`config.mk`:
```
export PLATFORM = sky130hd
export DESIGN_NAME = udp_test_frame_filter_flat
export DESIGN_NICKNAME = d
export VERILOG_FILES = /design/src/hdl/utff_pkg.sv /design/src/hdl/utff_if.sv /design/src/hdl/udp_test_frame_filter.sv /design/src/hdl/utff_check.sv /design/src/flat_wrapper.sv
export VERILOG_INCLUDE_DIRS = /design/src /design/src/hdl
export SDC_FILE = /design/constraint.sdc
export NUM_CORES = 1
export LEC_CHECK = 0
export BUFFER_PORTS_ARGS = -buffer_cell sky130_fd_sc_hd__buf_4
export CAP_MARGIN = 20
export CELL_PAD_IN_SITES_DETAIL_PLACEMENT = 1
export CELL_PAD_IN_SITES_GLOBAL_PLACEMENT = 2
export CORE_UTILIZATION = 44
export DETAILED_ROUTE_END_ITERATION = 12
export PLACE_DENSITY = 0.91
export SLEW_MARGIN = 20
export SYNTH_ARGS = -nofsm -noshare
export SYNTH_HDL_FRONTEND = slang
export SYNTH_HIERARCHICAL = 1
export SYNTH_SLANG_ARGS = --single-unit
```
`constraint.sdc`:
```
create_clock -name clk_i -period 8.5 [get_ports clk_i]
set_input_delay 1.7 -clock clk_i [delete_from_list [all_inputs] [get_ports clk_i]]
set_output_delay 1.7 -clock clk_i [all_outputs]
set_load 0.03 [all_outputs]
```
`src/hdl/assert_macros.svh`:
```
// ----------------------------------------------------------------------------
// Assertion macros
// Clocked assertion helpers used by the RTL; empty in synthesis builds.
// ----------------------------------------------------------------------------
`ifndef ASSERT_MACROS_SVH
`define ASSERT_MACROS_SVH

`ifndef SYNTHESIS
// Property checked on every rising clk_i, masked while rst_ni is low
`define ASSERT_CLK(lbl, prop, msg) \
  lbl: assert property (@(posedge clk_i) disable iff (!rst_ni) prop) else $error(msg);
// Condition that must never be true on a rising clk_i out of reset
`define ASSERT_NEVER(lbl, cond, msg) \
  lbl: assert property (@(posedge clk_i) disable iff (!rst_ni) !(cond)) else $error(msg);
`else
`define ASSERT_CLK(lbl, prop, msg)
`define ASSERT_NEVER(lbl, cond, msg)
`endif

`endif

```
`src/hdl/utff_pkg.sv`:
```
// ----------------------------------------------------------------------------
// utff_pkg
// Shared types and constants of the UDP test frame filter.
// ----------------------------------------------------------------------------
package utff_pkg;

  // Frame position counter
  localparam int unsigned MaxFrameBytes = 16383;
  localparam int unsigned PosW          = $clog2(MaxFrameBytes + 1);
  localparam int unsigned MinTestLen    = 52;

  // Header positions and values
  localparam int unsigned PosTypeHi   = 12;
  localparam int unsigned PosTypeLo   = 13;
  localparam int unsigned PosIpHdrLen = 14;
  localparam int unsigned PosIpProto  = 23;
  localparam logic [15:0] EtherTypeIpv4 = 16'h0800;
  localparam logic [7:0]  IpProtoUdp    = 8'd17;

  // UDP header offset: 14 + 4 * nibble, at most 74
  localparam int unsigned UdpOffW     = 7;
  localparam int unsigned UdpPortHiOf = 2;
  localparam int unsigned UdpPortLoOf = 3;
  localparam int unsigned UdpPayOf    = 8;

  // Payload magic
  localparam int unsigned MagicLen  = 10;
  localparam int unsigned MagicBits = 8 * MagicLen;
  localparam int unsigned MagicIdxW = $clog2(MagicLen);

  // Register reset values
  localparam logic [15:0] DestPortRst = 16'd5678;
  localparam logic [31:0] Magic03Rst  = 32'd1266249571;
  localparam logic [31:0] Magic47Rst  = 32'd1701994837;
  localparam logic [15:0] Magic89Rst  = 16'd17488;

  // Register map, word index
  localparam int unsigned RegIdxW = 2;
  typedef enum logic [RegIdxW-1:0] {
    RegDestPort = 2'd0,
    RegMagic03  = 2'd1,
    RegMagic47  = 2'd2,
    RegMagic89  = 2'd3
  } utff_reg_e;

  // Configuration seen by the checker
  typedef struct packed {
    logic [15:0]          dest_port;
    logic [MagicBits-1:0] magic;     // byte 0 in the top bits
  } utff_cfg_t;

endpackage

```
`src/hdl/utff_if.sv`:
```
// ----------------------------------------------------------------------------
// utff_if
// Valid/ready channels: frame bytes in, match results out.
// ----------------------------------------------------------------------------
interface utff_in_if;
  logic       valid;
  logic       ready;
  logic [7:0] frame_byte;
  logic       last_byte;

  modport source (output valid, output frame_byte, output last_byte, input ready);
  modport sink   (input valid, input frame_byte, input last_byte, output ready);
endinterface

interface utff_out_if;
  logic valid;
  logic ready;
  logic is_match;

  modport source (output valid, output is_match, input ready);
  modport sink   (input valid, input is_match, output ready);
endinterface

```
`src/hdl/udp_test_frame_filter.sv`:
```
// ----------------------------------------------------------------------------
// udp_test_frame_filter
// Finds IPv4/UDP test frames in Ethernet, one byte per cycle unless stalled.
// ----------------------------------------------------------------------------
// Usage:
//   in_i carries one frame byte per item, starting at the destination MAC;
//   last_byte marks the final byte. For each last byte one item appears on
//   out_o with is_match set if the frame is at least 52 bytes, IPv4, UDP,
//   carries the configured destination port and the 10 configured magic
//   bytes right after the UDP header. Other bytes produce no result.
//   Throughput: one byte per cycle, limited by the single input stage that
//   feeds the check logic, while no last byte waits on the result register.
//   A last byte passes the input stage, then the result register, to out_o.
//   If out_o stalls, the result register holds; non-last bytes keep flowing,
//   and a following last byte waits in the input stage until the result
//   register drains.
//   Reset clears the frame state and loads the default port and magic.
//   APB registers (word addresses): 0 dest port, 1 magic 0..3, 2 magic 4..7,
//   3 magic 8..9. Write them only while no frame is in flight.
// ----------------------------------------------------------------------------
module udp_test_frame_filter
  import utff_pkg::*;
(
  input  logic        clk_i,
  input  logic        rst_ni,
  // frame and result channels
  utff_in_if.sink     in_i,
  utff_out_if.source  out_o,
  // APB configuration port
  input  logic        psel,
  input  logic        penable,
  input  logic        pwrite,
  input  logic [3:0]  paddr,
  input  logic [31:0] pwdata,
  output logic [31:0] prdata,
  output logic        pready
);

  logic [15:0] dest_port_q;
  logic [31:0] magic03_q;
  logic [31:0] magic47_q;
  logic [15:0] magic89_q;
  utff_reg_e   reg_idx;
  logic        wr_en;
  utff_cfg_t   cfg;

  assign pready  = 1'b1;
  assign reg_idx = utff_reg_e'(paddr[3:2]);
  assign wr_en   = psel && penable && pwrite && pready;

  // Register writes
  always_ff @(posedge clk_i or negedge rst_ni) begin
    if (!rst_ni) begin
      dest_port_q <= DestPortRst;
      magic03_q   <= Magic03Rst;
      magic47_q   <= Magic47Rst;
      magic89_q   <= Magic89Rst;
    end else if (wr_en) begin
      case (reg_idx)
        RegDestPort: dest_port_q <= pwdata[15:0];
        RegMagic03:  magic03_q   <= pwdata;
        RegMagic47:  magic47_q   <= pwdata;
        RegMagic89:  magic89_q   <= pwdata[15:0];
        default: ;
      endcase
    end
  end

  // Register reads
  always_comb begin
    case (reg_idx)
      RegDestPort: prdata = {16'h0, dest_port_q};
      RegMagic03:  prdata = magic03_q;
      RegMagic47:  prdata = magic47_q;
      RegMagic89:  prdata = {16'h0, magic89_q};
      default:     prdata = '0;
    endcase
  end

  assign cfg.dest_port = dest_port_q;
  assign cfg.magic     = {magic03_q, magic47_q, magic89_q};

  utff_check u_check (
    .clk_i  (clk_i),
    .rst_ni (rst_ni),
    .cfg_i  (cfg),
    .in_i   (in_i),
    .out_o  (out_o)
  );

endmodule

```
`src/hdl/utff_check.sv`:
```
// ----------------------------------------------------------------------------
// utff_check
// Per-byte frame checker: input stage, check logic, result register.
// ----------------------------------------------------------------------------
`include "assert_macros.svh"

module utff_check
  import utff_pkg::*;
(
  input  logic       clk_i,
  input  logic       rst_ni,
  input  utff_cfg_t  cfg_i,
  utff_in_if.sink    in_i,
  utff_out_if.source out_o
);

  // Input stage
  logic       st_valid_q;
  logic [7:0] st_byte_q;
  logic       st_last_q;
  logic       st_adv;

  // Frame state
  logic [PosW-1:0]    pos_q, pos_d;
  logic [7:0]         type_hi_q, type_hi_d;
  logic [UdpOffW-1:0] udp_off_q, udp_off_d;
  logic [7:0]         port_hi_q, port_hi_d;
  logic               pass_q, pass_d;
  logic               seen_q, seen_d;
  logic               match_d;

  // Result register
  logic out_valid_q;
  logic match_q;

  // A non-last item never waits on the result register
  assign st_adv     = st_valid_q && (!st_last_q || !out_valid_q || out_o.ready);
  assign in_i.ready = !st_valid_q || st_adv;

  always_ff @(posedge clk_i or negedge rst_ni) begin
    if (!rst_ni) begin
      st_valid_q <= 1'b0;
    end else if (in_i.valid && in_i.ready) begin
      st_valid_q <= 1'b1;
    end else if (st_adv) begin
      st_valid_q <= 1'b0;
    end
  end

  always_ff @(posedge clk_i) begin
    if (in_i.valid && in_i.ready) begin
      st_byte_q <= in_i.frame_byte;
      st_last_q <= in_i.last_byte;
    end
  end

  // Check logic for the byte in the input stage
  always_comb begin
    logic              sat;
    logic [PosW-1:0]   off;
    logic [PosW-1:0]   mag_idx;
    logic [6:0]        mag_msb;
    logic              long_enough;

    pos_d     = pos_q;
    type_hi_d = type_hi_q;
    udp_off_d = udp_off_q;
    port_hi_d = port_hi_q;
    pass_d    = pass_q;
    seen_d    = seen_q;

    sat     = (pos_q >= PosW'(MaxFrameBytes));
    off     = PosW'(udp_off_q);
    mag_idx = pos_q - off - PosW'(UdpPayOf);
    mag_msb = 7'(MagicBits - 1) - {mag_idx[MagicIdxW-1:0], 3'b000};

    if (!sat) begin
      pos_d = pos_q + PosW'(1);
      if (pos_q == PosW'(PosTypeHi)) begin
        type_hi_d = st_byte_q;
      end
      if (pos_q == PosW'(PosTypeLo) && {type_hi_q, st_byte_q} != EtherTypeIpv4) begin
        pass_d = 1'b0;
      end
      if (pos_q == PosW'(PosIpHdrLen)) begin
        udp_off_d = UdpOffW'(PosIpHdrLen) + {1'b0, st_byte_q[3:0], 2'b00};
      end
      if (pos_q == PosW'(PosIpProto) && st_byte_q != IpProtoUdp) begin
        pass_d = 1'b0;
      end
      if (pos_q > PosW'(PosIpHdrLen)) begin
        if (pos_q == off + PosW'(UdpPortHiOf)) begin
          port_hi_d = st_byte_q;
        end
        if (pos_q == off + PosW'(UdpPortLoOf) && {port_hi_q, st_byte_q} != cfg_i.dest_port) begin
          pass_d = 1'b0;
        end
        if (pos_q >= off + PosW'(UdpPayOf) && pos_q < off + PosW'(UdpPayOf + MagicLen)) begin
          if (st_byte_q != cfg_i.magic[mag_msb -: 8]) begin
            pass_d = 1'b0;
          end
          if (pos_q == off + PosW'(UdpPayOf + MagicLen - 1)) begin
            seen_d = 1'b1;
          end
        end
      end
    end

    long_enough = sat || (pos_q + PosW'(1) >= PosW'(MinTestLen));
    match_d     = long_enough && pass_d && seen_d;

    // End of frame: back to the start-of-frame state
    if (st_last_q) begin
      pos_d     = '0;
      type_hi_d = '0;
      udp_off_d = '0;
      port_hi_d = '0;
      pass_d    = 1'b1;
      seen_d    = 1'b0;
    end
  end

  always_ff @(posedge clk_i or negedge rst_ni) begin
    if (!rst_ni) begin
      pos_q     <= '0;
      type_hi_q <= '0;
      udp_off_q <= '0;
      port_hi_q <= '0;
      pass_q    <= 1'b1;
      seen_q    <= 1'b0;
    end else if (st_adv) begin
      pos_q     <= pos_d;
      type_hi_q <= type_hi_d;
      udp_off_q <= udp_off_d;
      port_hi_q <= port_hi_d;
      pass_q    <= pass_d;
      seen_q    <= seen_d;
    end
  end

  // Result register
  always_ff @(posedge clk_i or negedge rst_ni) begin
    if (!rst_ni) begin
      out_valid_q <= 1'b0;
    end else if (st_adv && st_last_q) begin
      out_valid_q <= 1'b1;
    end else if (out_o.ready) begin
      out_valid_q <= 1'b0;
    end
  end

  always_ff @(posedge clk_i) begin
    if (st_adv && st_last_q) begin
      match_q <= match_d;
    end
  end

  assign out_o.valid    = out_valid_q;
  assign out_o.is_match = match_q;

  // Checks
  `ASSERT_CLK(a_last_gives_result, (st_adv && st_last_q) |=> out_valid_q, "last item lost its result")
  `ASSERT_CLK(a_last_clears_pos, (st_adv && st_last_q) |=> (pos_q == '0), "position not cleared after last item")
  `ASSERT_NEVER(a_pos_range, pos_q > PosW'(MaxFrameBytes), "position beyond saturation")
  `ASSERT_CLK(a_udp_off_form, 1'b1 |-> (udp_off_q == '0 || udp_off_q[1:0] == 2'b10), "bad UDP offset")
  `ASSERT_CLK(a_seen_needs_pos, seen_q |-> (pos_q >= PosW'(PosIpHdrLen + UdpPayOf)), "magic seen too early")

endmodule
```
`src/flat_wrapper.sv`:
```
// flat-port wrapper written by rule: the top's interface ports become plain ports
module udp_test_frame_filter_flat import utff_pkg::*;
  (clk_i, rst_ni, psel, penable, pwrite, paddr, pwdata, prdata, pready, in_i_valid, in_i_frame_byte, in_i_last_byte, in_i_ready, out_o_valid, out_o_is_match, out_o_ready);
  utff_in_if in_i_i ();
  utff_out_if out_o_i ();
  input  logic clk_i;
  input  logic rst_ni;
  input  logic psel;
  input  logic penable;
  input  logic pwrite;
  input  logic [3:0] paddr;
  input  logic [31:0] pwdata;
  output logic [31:0] prdata;
  output logic pready;
  input wire logic [$bits(in_i_i.valid)-1:0] in_i_valid;
  input wire logic [$bits(in_i_i.frame_byte)-1:0] in_i_frame_byte;
  input wire logic [$bits(in_i_i.last_byte)-1:0] in_i_last_byte;
  output wire logic [$bits(in_i_i.ready)-1:0] in_i_ready;
  output wire logic [$bits(out_o_i.valid)-1:0] out_o_valid;
  output wire logic [$bits(out_o_i.is_match)-1:0] out_o_is_match;
  input wire logic [$bits(out_o_i.ready)-1:0] out_o_ready;
  assign in_i_i.valid = in_i_valid;
  assign in_i_i.frame_byte = in_i_frame_byte;
  assign in_i_i.last_byte = in_i_last_byte;
  assign in_i_ready = in_i_i.ready;
  assign out_o_valid = out_o_i.valid;
  assign out_o_is_match = out_o_i.is_match;
  assign out_o_i.ready = out_o_ready;
  udp_test_frame_filter u_core (.clk_i(clk_i), .rst_ni(rst_ni), .in_i(in_i_i), .out_o(out_o_i), .psel(psel), .penable(penable), .pwrite(pwrite), .paddr(paddr), .pwdata(pwdata), .prdata(prdata), .pready(pready));
endmodule
```
## Word-level counts from Yosys, hierarchy flattened

Cells that the tools add are included.

| word-level totals | value |
|---|---|
| flip-flop bits (word level) | 147 |
| output and inout port bits | 36 |

| operators by class | value |
|---|---|
| reduce and logical (&&, ||, !) cells | 33 |
| shift operators | 1 |
| order comparisons | 5 |
| equal/unequal tests | 15 |
| add/sub/neg operators | 10 |
| muxes and demuxes | 30 |

Operators by type and width:

| operator | count |
|---|---|
| 32-bit one-hot mux with 4 select lines | 1 |
| 87-bit by 8-bit indexed part select with 8-bit output | 1 |
| 8-bit 2-to-1 mux | 7 |
| 14-bit by 4-bit == test with 1-bit output, second input constant | 3 |
| 14-bit by 8-bit == test with 1-bit output | 3 |
| 14-bit 2-to-1 mux | 2 |
| 7-bit 2-to-1 mux | 3 |
| 1-bit 2-to-1 mux | 17 |
| 7-bit by 2-bit adder with 8-bit output, second input constant | 2 |
| 7-bit by 5-bit adder with 8-bit output, second input constant | 2 |
| 16-bit by 12-bit != test with 1-bit output, second input constant | 1 |
| 16-bit != test | 1 |
| 14-bit by 1-bit adder with 14-bit output, second input constant | 1 |
| 14-bit by 5-bit == test with 1-bit output, second input constant | 1 |
| 14-bit greater-or-equal comparator, second input constant | 1 |
| 14-bit by 6-bit greater-or-equal comparator with 1-bit output, second input constant | 1 |
| 14-bit by 8-bit greater-or-equal comparator with 1-bit output | 1 |
| 14-bit by 4-bit greater-than comparator with 1-bit output, second input constant | 1 |
| 14-bit by 8-bit less-than comparator with 1-bit output | 1 |
| 2-bit nonzero test | 6 |
| 1-bit logical AND | 11 |
| 2-bit AND reduction | 5 |
| 7-bit by 4-bit adder with 8-bit output, second input constant | 1 |
| 8-bit by 5-bit != test with 1-bit output, second input constant | 1 |
| 13 further kinds | 20 |

## Longest topological paths before layout

Gate-level depths: netlist of the first run.

| depth | value |
|---|---|
| depth after elaboration | 11 |
| gate-level depth with buffers | 13 |

## Cells and area by module

Netlist of the first run, hierarchy kept.

Modules (own cells, without submodules):

| module | instances | area each (µm²) | seq. area each (µm²) | cells an instance |
|---|---|---|---|---|
| udp_test_frame_filter | 1 | 4295.4 | 2458.6 | 252 |
| utff_check | 1 | 4251.6 | 1302.5 | 454 |

## Least setup slack after synthesis of the first run

No wires, ideal clock.

| timing | value |
|---|---|
| path type | input to output |
| start point | input paddr[3] |
| end point | output prdata[16] |
| stages on the path | 5 |
| slack | 3991 ps |
| arrival | 2809 ps |
| data required time | 6800 ps |
| cell sequence | buf_2 > nor2b_1 > clkbuf_1 > clkbuf_1 > a22o_1 |

| on the way | value |
|---|---|
| cells in the longest elaborated chain, start to end | 2 |
| elaborated cells between the ends (all ways) | 5 |
| those cells by class | eq/ne: 3; mux: 1; reduce/logical: 1 |

Ends and longest elaborated chain:

| item | line | source |
|---|---|---|
| start: declaration | flat_wrapper.sv:11 | `input logic [3:0] paddr;` |
| 2-bit == test, or another cell as far along | udp_test_frame_filter.sv:71 | `case (reg_idx)` |
| 32-bit one-hot mux with 4 select lines * | udp_test_frame_filter.sv:71 |  |
| end: declaration | flat_wrapper.sv:13 | `output logic [31:0] prdata;` |

Every way passes the cells marked *; elsewhere a longest branch is shown, timed or not.

## Worst setup path in the final report of the first run

| timing | value |
|---|---|
| start point | input paddr[3] |
| end point | output prdata[25] |

The elaborated chain is that of the path after synthesis.

==> results by group, run 1 <==
Pwr
  • Power Density: 267 mW/mm²
  • Lkg Pwr: 4.26 nW
  • Peak supply drop: 0.146 mV

Final layout
  • Antenna Cells: 0
  • Multi-input gate area in the final layout: 0.00443 mm²
  • Commonest non-fill, non-tap cell in the layout: buf_4
  • Fin nets: 850
  • Layout fillers: 2,018
  • Share of post-route cells with drive strength above 1: 37.5%
  • Register area: 0.00376 mm²
  • Area delta synth->final: 16.8%
  • Most frequent cells in the layout: buf_4, dfrtp_1, mux2_2

CTS
  • H-tree levels: 4
  • Setup bufs post-CTS: 0
  • Num CTS Buffers: 17
  • CTS tree: yes
  • Clock tree buffer depth: 2
  • Hold bufs inserted after CTS: 0
  • Num Clock Sinks: 146
  • Worst skew pair latency: 0.42 ns
  • Post-CTS sizing: 0
  • Clock root buffer: clkbuf_16
  • Clk slew on worst S/H paths: 0.06 ns

Worst setup path
  • RR Endpoint: u_core/u_check/out_o.is_match
  • Req. time, crit path: 6.80 ns
  • Startpoint Class: input port
  • Crit. End Element: primary output
  • CP arrival: 3.16 ns
  • Kind of critical path: input port to primary output
  • Reg2Reg Setup Slack: 3.86 ns
  • Largest fanout on the critical path: 20
  • Reg2reg path depth: 11
  • FF-to-FF Start: u_core/u_check/pos_q[1]

Floorplanning
  • Core footprint: 0.0189 mm²
  • Initial core utilization: 45.2%
  • Die width: 141 µm
  • Core Rows: 50
  • Die ar.: 0.0200 mm²
  • Boundary pin count: 88
  • Die Y-Extent: 141 µm

Global route
  • Largest net degree at the start of global routing: 56
  • Vias in the first global route: 6,886
  • GR Overflow Total: 0
  • GRT Total Usage: 25.5%
  • First-pass GRT wire length: 38.9 mm
  • Antenna violations before repair: 0

Routing
  • Remaining routing DRC violations: 0
  • ANT nets after route: 0
  • DRT iter0 DRCs: 327
  • WL/cell: 23.2 µm
  • DR vias/cell: 5.91
  • Final wirelength: 24.2 mm
  • Vias: 6,151
  • Router iterations before antenna repair: 4

STA
  • Final setup vio count: 0
  • Rel. slew slack: 24.7%
  • Final min period: 4.86 ns
  • PnR worst setup slack: 3.64 ns
  • Worst Skew: 0.00867 ns
  • Unrepaired setup endpoints after global routing: false
  • Setup TNS Final: 0 ns
  • Final period util: 57.2%
  • Fmax: 0.206 GHz
  • Tightest Pin Transition: 1.13 ns
  • Slew Limit Fails: 0
  • Final count of hold timing violations: 0

Hold path
  • Hold WC Path Type: register to register
  • Hold path start: u_core/u_check/pos_q[11]
  • Hold endpoint: u_core/u_check/pos_q[11]
  • Worst hold stages: 1

Run status
  • Status: finished, final reports clean

Synth
  • Syn. warnings: 6
  • Fraction of registers with async set or reset after synthesis: 93.2%
  • Seq/Total Area, Yosys: 44.0%
  • Syn avg cell area: 12.1 µm²
  • Seq cells post-synth: 146
  • Post-Syn Instances: 706
  • Post-Syn Nets: 788
  • Synthesized area: 0.00855 mm²
  • Dominant synthesized flop cell: dfrtp_1
  • Netlist cell types: 68
  • Post-synth EDFFs: 10

Place
  • Routability congestion estimate: 0.832
  • HPWL after DPL: 17.1 mm
  • Worst slack, placed: 3.30 ns
  • IO Port Bufs: 84

Run
  • Maxcap violations: 0
==> where the power goes <==
part	total [mW]	switching, mW	internal, mW	leakage [nW]
Sequential	0.976	0.119	0.856	1.74
Clock	0.892	0.306	0.586	0.338
Combinational	0.797	0.427	0.370	2.19
==> layout make-up <==
type,count,share of cell area [%]
clock inverters,14,2.73
inverters,23,0.865
clock buffers,18,4.30
well taps,260,3.26
multi-input cells,490,44.4
repair buffers,90,6.77
flip-flops and latches,146,37.7
==> critical path: stages <==
cell and delay, ns:
buf_4 0.29, inv_1 0.14, nor2_2 0.56, a22o_1 0.29, buf_4 0.17
==> per-stage QoR <==
step                utilization, %  power (mW)  hold slack [ns]  cells  cell area [µm²]
finish                        52.8        2.67            0.521   1041             9980
global route                  52.8        2.77            0.532   1041             9980
CTS                           52.8        2.67            0.517   1041             9980
detailed placement            49.1        1.76            0.501   1009             9280
global placement              49.1        1.72            0.482   1009             9280
floorplan                        -        1.50            0.463    706             8550
==> cell families (layout without fill, tap and decap cells) <==
kind of cell             after synthesis  in the layout  share of synthesized area, %
adder cells (fa/ha/maj)               30             30                          4.57
AO/OA/AOI/OAI                        125            125                          10.6
flip-flops                           146            146                          44.0
buffers and inverters                 70            145                          4.23
XOR/XNOR                              45             45                          4.61
multiplexers                         149            149                          23.3
other                                  1              1                        0.0439
AND/OR/NAND/NOR                      140            140                          8.70
==> registers in the layout, summed over array words and instances (netlist names) <==
name	flops
u_core/u_check/pass_q	1
u_core/dest_port_q	16
u_core/u_check/st_byte_q	8
u_core/magic47_q	32
u_core/u_check/out_o.valid	1
u_core/u_check/udp_off_q	6
u_core/u_check/pos_q	14
u_core/u_check/seen_q	1
u_core/u_check/type_hi_q	8
u_core/magic89_q	16
u_core/u_check/st_last_q	1
u_core/u_check/out_o.is_match	1
u_core/u_check/port_hi_q	8
u_core/u_check/st_valid_q	1
u_core/magic03_q	32
==> worst max-delay path by stage <==
stage          startpoint          to  depth (start not counted)
2_1_floorplan    paddr[3]  prdata[16]                          5
3_3_place_gp     paddr[2]  prdata[18]                          4
3_5_place_dp     paddr[2]  prdata[25]                          4
4_1_cts          paddr[2]  prdata[25]                          4
5_1_grt          paddr[2]  prdata[25]                          4
6_report         paddr[3]  prdata[25]                          5
==> cell usage after synthesis (all sizes together), types with 2 or more instances <==
cell type  instances  share of area [%]
a211oi             2               0.18
a21oi             12               0.70
a221oi             2               0.20
a22o              33                3.5
a311oi             2               0.20
a31oi              8               0.59
a41oi              2               0.29
and2               5               0.37
and3               6               0.44
buf               27                2.3
clkbuf            20               0.88
dfrtp             90                 26
dfstp             46                 14
edfxtp            10                3.5
fa                 2               0.47
ha                28                4.1
inv               23                1.0
mux2             103                 14
mux2i             21                2.5
mux4              25                6.8
nand2             29                1.3
nand2b             2               0.15
nand3             19                1.1
nand4              9               0.66
nand4b             2               0.20
nor2              30                1.3
nor2b              3               0.22
nor3               9               0.59
nor4              12                1.1
o2111ai            2               0.20
o21a               2               0.18
o21ai             40                2.3
o22ai              5               0.37
o31ai              4               0.41
o41ai              3               0.31
or2                3               0.22
or3                5               0.42
or4                3               0.31
xnor2             18                1.8
xor2              27                2.8
==> per-layer routing <==
layer	vias up	wire length, µm	track usage (%)
li1	2748	-	-
met1	3206	10300	31.6
met2	151	12400	44.3
met3	46	898	4.76
met4	0	662	9.62
met5	-	0	0
(Power assumes the default switching activity.)
==> inputs of run 2 (changes only) <==
Settings changed: CORE_UTILIZATION 44 to 37, PLACE_DENSITY 0.91 to 0.82.
Clock period 8.5 ns to 4.2 ns, I/O delays scaled along.
==> run 2 against run 1 <==
Net effect:
- global-route usage decreased by 3.7 points
- clock skew up 0.0036 ns
- worst hold slack got worse by 0.0081 ns
- clock power grew 68%
- register-to-register slack worse by 3.5 ns
- design area down 0.69%
- sequential share of layout area grew 0.26 points
- sequential power increased by 100%
- count of clock-buffer cells in the layout unchanged
- critical path type is now register to register
- largest cell class unchanged
- highest routed layer unchanged
==> results by group, run 2 (same netlist as run 1, synthesis figures left out) <==
Run status
  • Status: finished, final reports clean

Worst setup path
  • Crit path max-delay family: adder cells
  • Req. time, crit path: 4.47 ns
  • Kind of critical path: register to register
  • Worst path most repeated cell: inv_1
  • Start point of the critical path: u_core/u_check/pos_q[1]
  • Largest fanout on the critical path: 12
  • Crit. End Element: register
  • FF-to-FF Start: u_core/u_check/pos_q[1]
  • Crit path largest cell delay: 0.92 ns
  • Critical path cell sequence: inv_1, ha_1, inv_1, fa_1, mux4_2, mux2i_1, xnor2_1, nand4b_1, nor4_1, o2111ai_1, a21oi_1
  • Crit path buf inv count: 2
  • Startpoint Class: register
  • CP arrival: 4.14 ns
  • Slowest stage cell, crit path: fa_1

STA
  • Rel. slew slack: 23.9%
  • Setup TNS Final: 0 ns
  • PnR worst setup slack: 0.332 ns
  • Final period util: 92.1%
  • Worst hold slack: 0.512 ns
  • Unrepaired setup endpoints after global routing: false
  • Fmax: 0.259 GHz
  • Worst Skew: 0.0123 ns
  • Tightest Pin Transition: 1.14 ns
  • Final count of hold timing violations: 0
  • Slew Limit Fails: 0
  • Final min period: 3.87 ns
  • Final setup vio count: 0

Routing
  • Router iterations before antenna repair: 6
  • Final wirelength: 24.5 mm
  • DRT iter0 DRCs: 279
  • Remaining routing DRC violations: 0
  • DR vias/cell: 5.73
  • Vias: 6,136
  • WL/cell: 22.9 µm
  • ANT nets after route: 0

Pwr
  • Power Density: 512 mW/mm²
  • Sequential Power Share: 38.9%
  • Combinational Power Share: 31.5%
  • Clock power frac: 29.6%
  • Sw frac: 34.5%
  • Internal power: 3.32 mW
  • Peak supply drop: 0.284 mV
  • Lkg Pwr: 4.23 nW
  • Sw power: 1.75 mW

CTS
  • Num CTS Buffers: 17
  • Clock tree buffer depth: 2
  • Setup bufs post-CTS: 0
  • H-tree levels: 4
  • CTS tree: yes
  • Hold bufs inserted after CTS: 0
  • Post-CTS sizing: 0
  • Clock root buffer: clkbuf_16
  • Worst skew pair latency: 0.43 ns
  • Num Clock Sinks: 146
  • Clk slew on worst S/H paths: 0.07 ns

Hold path
  • Hold path start: u_core/u_check/type_hi_q[5]
  • Hold WC Path Type: register to register

Global route
  • Antenna violations before repair: 0
  • Vias in the first global route: 6,769
  • GRT Total Usage: 21.8%
  • GR Overflow Total: 0
  • Largest net degree at the start of global routing: 114
  • First-pass GRT wire length: 39.3 mm

Final layout
  • Largest registers: u_core/magic03_q (32), u_core/magic47_q (32)
  • Cell area after layout: 0.00991 mm²
  • Most frequent cells in the layout: buf_4, dfrtp_1, mux2_2
  • Commonest non-fill, non-tap cell in the layout: buf_4
  • Fin nets: 854
  • Layout fillers: 2,362
  • Share of post-route cells with drive strength above 1: 37.6%
  • Area delta synth->final: 16.0%
  • Antenna Cells: 0

Floorplanning
  • Boundary pin count: 88
  • Die Y-Extent: 154 µm
  • Initial core utilization: 37.8%
  • Die width: 154 µm
  • Die ar.: 0.0237 mm²
  • Core Rows: 55
  • Core footprint: 0.0226 mm²

Run
  • Maxcap violations: 0

Place
  • Worst slack, placed: 0.376 ns
  • Routability congestion estimate: 0.783
  • DP Area: 0.00934 mm²
  • IO Port Bufs: 84
  • HPWL after DPL: 17.6 mm
-- run 2: area by class of cell --
class	count	area (µm²)	share of cell area [%]
timing repair buffer	94	712	7.18
tap	285	357	3.60
multi-input combinational	490	4430	44.6
clock buffer	18	429	4.33
clock inverter	14	141	1.43
inverter	23	86.3	0.871
sequential	146	3760	37.9
-- run 2: power groups by stage --
stage	logic, mW	registers (mW)	clock network, mW
after floorplan	1.15	1.88	0
after global placement	1.53	1.96	0
after detailed placement	1.60	1.99	0
after CTS	1.61	1.97	1.54
after global routing	1.72	2.00	1.59
final	1.60	1.97	1.50
-- run 2: stage by stage --
step	utilization, %	total power [mW]	std cells
3_3_place_gp	41.3	3.50	1038
6_report	43.8	5.07	1070
4_1_cts	43.8	5.11	1070
5_1_grt	43.8	5.31	1070
2_1_floorplan	-	3.03	706
3_5_place_dp	41.3	3.59	1038
-- run 2: metal layers --
layer / wire, µm / GRT usage (%) / vias to the layer above
li1: - / - / 2757
met1: 10300 / 26.7 / 3194
met2: 12400 / 37.3 / 142
met3: 1030 / 4.31 / 43
met4: 782 / 9.48 / 0
met5: 0 / 0 / -
-- run 2: final timing paths --
path,endpoint,slack [ns],depth (start not counted)
worst max-delay path,u_core/u_check/out_o.is_match,0.33,11
worst min-delay path,u_core/u_check/type_hi_q[5],0.51,1
worst max register to register,u_core/u_check/out_o.is_match,0.33,11
worst min register to register,u_core/u_check/type_hi_q[5],0.51,1
max in group asynchronous,u_core/u_check/out_o.valid,2.71,2
min in group asynchronous,u_core/magic89_q[5],0.55,1
==> inputs of run 3 (changes only) <==
Settings changed: BUFFER_PORTS_ARGS -buffer_cell sky130_fd_sc_hd__buf_4 to unset, CORE_ASPECT_RATIO set to 0.6, CORE_UTILIZATION 37 to 40, DONT_BUFFER_PORTS set to 1.
==> run 3 against run 2 <==
Net effect:
- sequential power up 3%
- via count decreased by 1.5%
- core utilization is 1.7 points higher
==> results by group, run 3 (same netlist as run 1, synthesis figures left out) <==
Run status
  • Status: finished, final reports clean

Routing
  • ANT nets after route: 0
  • WL/cell: 25.9 µm
  • Vias: 6,046
  • Final wirelength: 25.3 mm
  • Remaining routing DRC violations: 0
  • DRT iter0 DRCs: 435
  • DR vias/cell: 6.20
  • Router iterations before antenna repair: 4

CTS
  • Clk slew on worst S/H paths: 0.06 ns
  • H-tree levels: 4
  • Post-CTS sizing: 0
  • Clock tree buffer depth: 2
  • Hold bufs inserted after CTS: 0
  • Clock root buffer: clkbuf_16
  • Num CTS Buffers: 17
  • CTS tree: yes
  • Setup bufs post-CTS: 0
  • Worst skew pair latency: 0.44 ns
  • Num Clock Sinks: 146

Pwr
  • Combinational Power Share: 28.1%
  • Power Density: 540 mW/mm²
  • Internal power: 3.34 mW
  • Clock power frac: 31.7%
  • Peak supply drop: 0.319 mV
  • Lkg Pwr: 3.84 nW
  • Sw power: 1.68 mW
  • Sequential Power Share: 40.2%
  • Sw frac: 33.5%

Floorplanning
  • Core footprint: 0.0205 mm²
  • Core Rows: 40
  • Die width: 191 µm
  • Initial core utilization: 41.8%
  • Die ar.: 0.0220 mm²
  • Boundary pin count: 88
  • Die Y-Extent: 115 µm

Worst setup path
  • FF-to-FF Start: u_core/u_check/pos_q[1]
  • Reg2Reg Setup Slack: 0.42 ns
  • Crit. End Element: register
  • Kind of critical path: register to register
  • Startpoint Class: register
  • RR Endpoint: u_core/u_check/out_o.is_match
  • Req. time, crit path: 4.48 ns
  • Largest fanout on the critical path: 12
  • CP arrival: 4.06 ns
  • Reg2reg path depth: 11

Global route
  • GR Overflow Total: 0
  • Antenna violations before repair: 0
  • Largest net degree at the start of global routing: 137
  • GRT Total Usage: 24.6%
  • First-pass GRT wire length: 39.7 mm
  • Vias in the first global route: 6,392

STA
  • Unrepaired setup endpoints after global routing: false
  • Setup TNS Final: 0 ns
  • Fmax: 0.264 GHz
  • Final setup vio count: 0
  • Final period util: 90.0%
  • Worst Skew: 0.00808 ns
  • Rel. slew slack: 24.4%
  • Final min period: 3.78 ns
  • PnR worst setup slack: 0.418 ns
  • Final count of hold timing violations: 0
  • Slew Limit Fails: 0
  • Tightest Pin Transition: 1.13 ns

Final layout
  • Most frequent cells in the layout: dfrtp_1, mux2_2, dfstp_2
  • Largest registers: u_core/magic03_q (32), u_core/magic47_q (32)
  • Antenna Cells: 0
  • Commonest non-fill, non-tap cell in the layout: dfrtp_1
  • Layout fillers: 2,120
  • Area delta synth->final: 8.92%
  • Fin nets: 771
  • Share of post-route cells with drive strength above 1: 30.3%

Place
  • Routability congestion estimate: 0.860
  • IO Port Bufs: 0
  • HPWL after DPL: 18.2 mm
  • Worst slack, placed: 0.478 ns

Run
  • Maxcap violations: 0

Hold path
  • Hold WC Path Type: input port to asynchronous set/reset pin
-- run 3: changes by cell type in the layout (fill, tap and decap cells not counted), moves of 2 or more --
cell	delta
buf_4	-82
clkinv_2	+4
inv_6	-4
bufinv_16	+2
inv_8	-2
-- run 3: worst max-delay path, stage by stage (launching register included) --
cell and delay, ns:
dfrtp_1 0.46, inv_1 0.18, ha_1 0.34, inv_1 0.14
fa_1 0.96, mux4_2 0.40, mux2i_1 0.19, xnor2_1 0.16
nand4b_1 0.11, nor4_1 0.32, o2111ai_1 0.18, a21oi_1 0.19
-- run 3: worst max-delay path by stage --
stage / start / endpoint / slack, ns / cells after the start
after floorplan: u_core/u_check/pos_q[1] / u_core/u_check/out_o.is_match / 0.51 / 13
final: u_core/u_check/pos_q[1] / u_core/u_check/out_o.is_match / 0.42 / 11
after CTS: u_core/u_check/pos_q[1] / u_core/u_check/out_o.is_match / 0.43 / 11
after global placement: u_core/u_check/pos_q[1] / u_core/u_check/out_o.is_match / 0.53 / 11
after global routing: u_core/u_check/pos_q[1] / u_core/u_check/out_o.is_match / 0.14 / 11
after detailed placement: u_core/u_check/pos_q[1] / u_core/u_check/out_o.is_match / 0.48 / 11
-- run 3: through the flow --
stage	instance area [µm²]	util, %	total power [mW]	hold slack (ns)	instances
after detailed placement	8700	42.5	3.41	0.491	943
after global routing	9310	45.5	5.23	0.0913	975
after floorplan	8550	-	3.03	0.463	706
after CTS	9310	45.5	5.03	0.0887	975
final	9310	45.5	5.02	0.112	975
after global placement	8700	42.5	3.34	0.480	943
-- run 3: layout make-up --
| cell class | count | area (µm²) | area share [%] |
|---|---|---|---|
| timing repair buffer | 11 | 82.6 | 0.887 |
| clock buffer | 19 | 453 | 4.87 |
| multi-input combinational | 490 | 4430 | 47.6 |
| sequential | 146 | 3760 | 40.4 |
| tap | 273 | 342 | 3.67 |
| inverter | 23 | 86.3 | 0.927 |
| clock inverter | 13 | 156 | 1.68 |
-- run 3: power by group through the flow --
stage / clock [mW] / combinational, mW / sequential (mW)
6_report: 1.59 / 1.41 / 2.02
5_1_grt: 1.69 / 1.50 / 2.05
4_1_cts: 1.63 / 1.40 / 2.01
3_5_place_dp: 0 / 1.38 / 2.03
3_3_place_gp: 0 / 1.35 / 2.00
2_1_floorplan: 0 / 1.15 / 1.88
-- run 3: per-layer routing --
metal  global-route usage [%]  vias up  part of all wire [%]
li1                         -     2601                     -
met2                     34.7      188                    42
met1                     35.9     3235                    49
met3                     7.91       22                   7.9
met5                        0        -                     0
met4                     6.61        0                   1.1
